==> config.mk <==
export PLATFORM = sky130hd
export DESIGN_NAME = glcm_queue
export DESIGN_NICKNAME = d
export VERILOG_FILES = /design/src/design/glcm_pkg.sv /design/src/design/glcm_queue.sv
export SDC_FILE = /design/constraint.sdc
export NUM_CORES = 1
export LEC_CHECK = 0
export BUFFER_PORTS_ARGS = -buffer_cell sky130_fd_sc_hd__buf_4
export CELL_PAD_IN_SITES_DETAIL_PLACEMENT = 1
export CELL_PAD_IN_SITES_GLOBAL_PLACEMENT = 1
export CORE_ASPECT_RATIO = 1.2
export CORE_MARGIN = 2
export CORE_UTILIZATION = 30
export CTS_CLUSTER_SIZE = 28
export DETAILED_ROUTE_END_ITERATION = 8
export HOLD_SLACK_MARGIN = 0.02
export PLACE_DENSITY = 0.54
export SLEW_MARGIN = 20
export SYNTH_ARGS = -nofsm -noshare
export SYNTH_HDL_FRONTEND = slang
export SYNTH_SLANG_ARGS = --single-unit
==> constraint.sdc <==
create_clock -name clk -period 5.8 [get_ports clk]
set_clock_uncertainty 0.15 [all_clocks]
set_input_delay 1.16 -clock clk [delete_from_list [all_inputs] [get_ports clk]]
set_output_delay 1.16 -clock clk [all_outputs]
set_load 0.005 [all_outputs]
==> src/design/glcm_pkg.sv <==
// Shared types and constants for the co-occurrence accumulator.
package glcm_pkg;

  localparam int GREY_BITS      = 8;
  localparam int OBJ_ID_BITS    = 3;
  localparam int OBJ_IDX_BITS   = 6;
  localparam int READ_OBJ_BITS  = 2;
  localparam int OP_BITS        = 2;
  localparam int SIZE_BITS      = 11;
  localparam int DIR_BITS       = 2;
  localparam int CFG_INDEX_BITS = 2;
  localparam int QUEUE_DEPTH    = 4;

  localparam logic [SIZE_BITS-1:0] SIZE_RESET = 11'd1024;

  localparam logic [OP_BITS-1:0] OP_PIXEL = 2'd0;
  localparam logic [OP_BITS-1:0] OP_READ  = 2'd1;
  localparam logic [OP_BITS-1:0] OP_CLEAR = 2'd2;

  localparam logic [CFG_INDEX_BITS-1:0] REG_DIRECTION = 2'd0;
  localparam logic [CFG_INDEX_BITS-1:0] REG_WIDTH     = 2'd1;
  localparam logic [CFG_INDEX_BITS-1:0] REG_HEIGHT    = 2'd2;

  localparam logic [DIR_BITS-1:0] DIR_RIGHT = 2'd0;
  localparam logic [DIR_BITS-1:0] DIR_ABOVE = 2'd1;
  localparam logic [DIR_BITS-1:0] DIR_LEFT  = 2'd2;

  typedef enum logic [1:0] {
    CMD_PAIR  = 2'd0,
    CMD_READ  = 2'd1,
    CMD_CLEAR = 2'd2
  } cmd_kind_t;

  typedef struct packed {
    cmd_kind_t                kind;
    logic [OBJ_IDX_BITS-1:0]  obj;
    logic [GREY_BITS-1:0]     first;
    logic [GREY_BITS-1:0]     second;
    logic                     obj_ok;
    logic                     cell_ok;
  } cmd_t;

endpackage

==> src/design/glcm_queue.sv <==
// Short command queue between the pixel front end and the count engine.
module glcm_queue (
  input  logic            clk,
  input  logic            rst,
  input  logic            push_valid,
  output logic            push_ready,
  input  glcm_pkg::cmd_t  push_cmd,
  output logic            pop_valid,
  input  logic            pop,
  output glcm_pkg::cmd_t  pop_cmd
);
  import glcm_pkg::*;

  localparam int PTR_BITS = $clog2(QUEUE_DEPTH);

  cmd_t                entries [QUEUE_DEPTH];
  logic [PTR_BITS-1:0] wr_ptr;
  logic [PTR_BITS-1:0] rd_ptr;
  logic [PTR_BITS:0]   fill;
  logic                do_push;
  logic                do_pop;

  assign push_ready = (fill != (PTR_BITS + 1)'(QUEUE_DEPTH));
  assign pop_valid  = (fill != '0);
  assign pop_cmd    = entries[rd_ptr];
  assign do_push    = push_valid && push_ready;
  assign do_pop     = pop && pop_valid;

  always_ff @(posedge clk) begin
    if (rst) begin
      wr_ptr <= '0;
      rd_ptr <= '0;
      fill   <= '0;
    end else begin
      if (do_push) begin
        wr_ptr <= wr_ptr + 1'b1;
      end
      if (do_pop) begin
        rd_ptr <= rd_ptr + 1'b1;
      end
      if (do_push && !do_pop) begin
        fill <= fill + 1'b1;
      end else if (do_pop && !do_push) begin
        fill <= fill - 1'b1;
      end
    end
  end

  always_ff @(posedge clk) begin
    if (do_push) begin
      entries[wr_ptr] <= push_cmd;
    end
  end

endmodule

==> flow_summary.yaml <==
timing:
  drv_slew: 0
  hold_viol_final: 0
  maxSlewHeadroom_pct: 36.15
  fin_setup_tns_ns: 0
  finalSetupViolCount: 0
  rsz0062_at_grt: "false"
  fin_crit_sh_pct: 60.40
  fmax_mhz: 285.5
  period_minus_slack_ns: 3.503
  worst_slew_pin_slew_ns: 0.9577
  hold_ws_ns: 0.3657
synthesis:
  synth-async-reset-ratio_pct: 0
  syn_inst: 184
  yosysWarningCount: 0
  syn-num-nets: 220
  synthTopCellsByCount: "edfxtp_1, mux4_2, dfxtp_1"
  ys.flop_type: "edfxtp_1"
  yosysMostFrequentCell: "edfxtp_1"
  syn-cell-area_um2: 4263
  synth_area_leaders: "edfxtp_1, mux4_2, dfxtp_1, mux4_1, ha_1"
  yosysUniqueCellTypes: 25
  synth_area_per_cell_um2: 23.17
  netlist.area_leader.share_pct: 73.26
  ys_ff_latch: 113
  synth_largest_area_cell: "edfxtp_1"
  synth_edf_count: 104
  ys_seq_area_share_pct: 77.49
placement:
  gp_congestion: 0.6254
  port_buffers: 57
  dp_hpwl_um: 4666
floorplanning:
  die_y_um: 134.6
  rows: 47
  coreArea_um2: 13820
  io_pins: 58
  die_area_um2: 15180
  die_x_um: 112.8
  initial_core_util_pct: 30.85
grt:
  grt_pass1_wl_um: 12190
  grt_usage_pct: 11.15
  grt_max_degree: 27
  antenna_found_initial: 0
  overflow: 0
  grt_pass1_vias: 2198
worst_setup_path:
  endpoint_kind: "output port"
  worstSetupPathType: "reg2out"
  start_kind: "flip-flop"
  ff2ff_path_depth: 8
  path_max_fanout: 26
  cp.required_ns: 4.49
  critical_path_arrival_ns: 2.19
run:
  cap_violations: 0
outcome:
  outcome: "completed"
cts:
  clock_latency_ns: 0.40
  postCtsSetupRepairBufs: 0
  cts_tree: "built"
  clockBufferDepth: 2
  ctsHoldBuffers: 0
  cts.clk_slew.worst_paths_ns: 0.05
  cts_resized: 0
  clockRootBuffer: "clkbuf_16"
  htreeDepth: 4
  cts_inserted_buffers: 17
  clock_sinks: 113
routing:
  wl_um: 7993
  via_per_inst: 4.545
  drtAntennaViolNets: 0
  wl_per_cell_um: 18.29
  drt_iter0_drc: 83
  first_pass_iters: 4
  post-route-drc-count: 0
  num_vias: 1986
layout:
  layout-drive-gt1-share_pct: 42.11
  diodes: 0
  post-route-util_pct: 39.72
  syn2layout_area_growth_pct: 28.76
  final_nets: 289
pwr:
  pwr_density_cell_nw_per_um2: 487.5
  peakVddDrop_uv: 224.7
  total_leakage_power_nw: 1.910
min_path:
  worstHoldPathCells: 2
  hold_class: "reg2reg"
logic make-up after synthesis:
group                    share of synthesized area, %
AO/OA/AOI/OAI                                  0.8804
XOR/XNOR                                       0.8218
adder cells (fa/ha/maj)                         1.937
buffers and inverters                           1.908
flip-flops                                      77.49
multiplexers                                    15.00
AND/OR/NAND/NOR                                 1.966
per-stage QoR:
step	instances	setup WS [ns]	area, um^2	total power, mW
final	437	2.297	5489	2.676
after global placement	405	2.606	4842	1.582
after floorplan	184	2.986	4263	1.371
after CTS	437	2.169	5489	2.721
after detailed placement	405	2.607	4842	1.586
after global routing	437	2.110	5489	2.799
worst paths after layout:
path | startpoint | end | slack, ns
worst min register to register | wr_ptr[1]$_SDFFE_PP0P_ | wr_ptr[1]$_SDFFE_PP0P_ | 0.37
worst min-delay path | wr_ptr[1]$_SDFFE_PP0P_ | wr_ptr[1]$_SDFFE_PP0P_ | 0.37
worst max register to register | fill[0]$_SDFFE_PP0P_ | fill[2]$_SDFFE_PP0P_ | 3.39
worst max-delay path | flip-flop | pop_cmd[21] | 2.30
cell type report:
| cell class | instances | area [um^2] |
|---|---|---|
| inverter | 3 | 11.26 |
| timing repair buffer | 57 | 427.9 |
| fill | 1296 | 8330 |
| clock inverter | 14 | 217.7 |
| sequential | 113 | 3306 |
| multi-input combinational | 61 | 883.3 |
| clock buffer | 18 | 429.2 |
| tap | 171 | 214.0 |
worst max-delay path, cell delays in order, from the launching register on:
cell	delay [ns]
dfxtp_2	0.96
mux4_1	0.66
buf_4	0.15
per-layer routing:
metal / share of wire (%) / track usage, % / wire length (um) / vias to the layer above
met5: 0 / 0 / 0 / -
met1: 39 / 11.95 / 3155 / 1027
met3: 5.8 / 4.847 / 466 / 10
met2: 53 / 19.23 / 4256 / 47
met4: 1.4 / 4.675 / 114 / 0
li1: - / - / - / 902
flip-flops by register name, indices dropped and copies added (netlist names), named ones only:
| signal | cells |
|---|---|
| wr_ptr | 2 |
| fill | 3 |
| rd_ptr | 2 |
| entries | 104 |
cells in the final DEF, fill, tap and decap left out:
cell type and count:
a21boi_2 1, a21oi_1 1, and2_2 4, buf_4 57
bufinv_16 6, clkbuf_1 1, clkbuf_16 17, clkinv_1 4
clkinv_2 3, clkinvlp_4 1, dfxtp_1 7, dfxtp_2 2
edfxtp_1 104, fa_1 1, ha_1 5, inv_1 3
mux2_2 1, mux2i_1 2, mux4_1 6, mux4_2 20
nand2_1 1, nand2b_1 2, nor2_1 8, o21ai_0 1
o311ai_0 1, o31ai_1 1, or3_1 2, xor2_1 4
power by group:
group / switching, mW / internal (mW)
Clock: 0.334 / 0.795
Combinational: 0.170 / 0.286
Sequential: 0.0949 / 0.996
Total: 0.598 / 2.08
No activity file was read; power rests on OpenSTA's default activity.
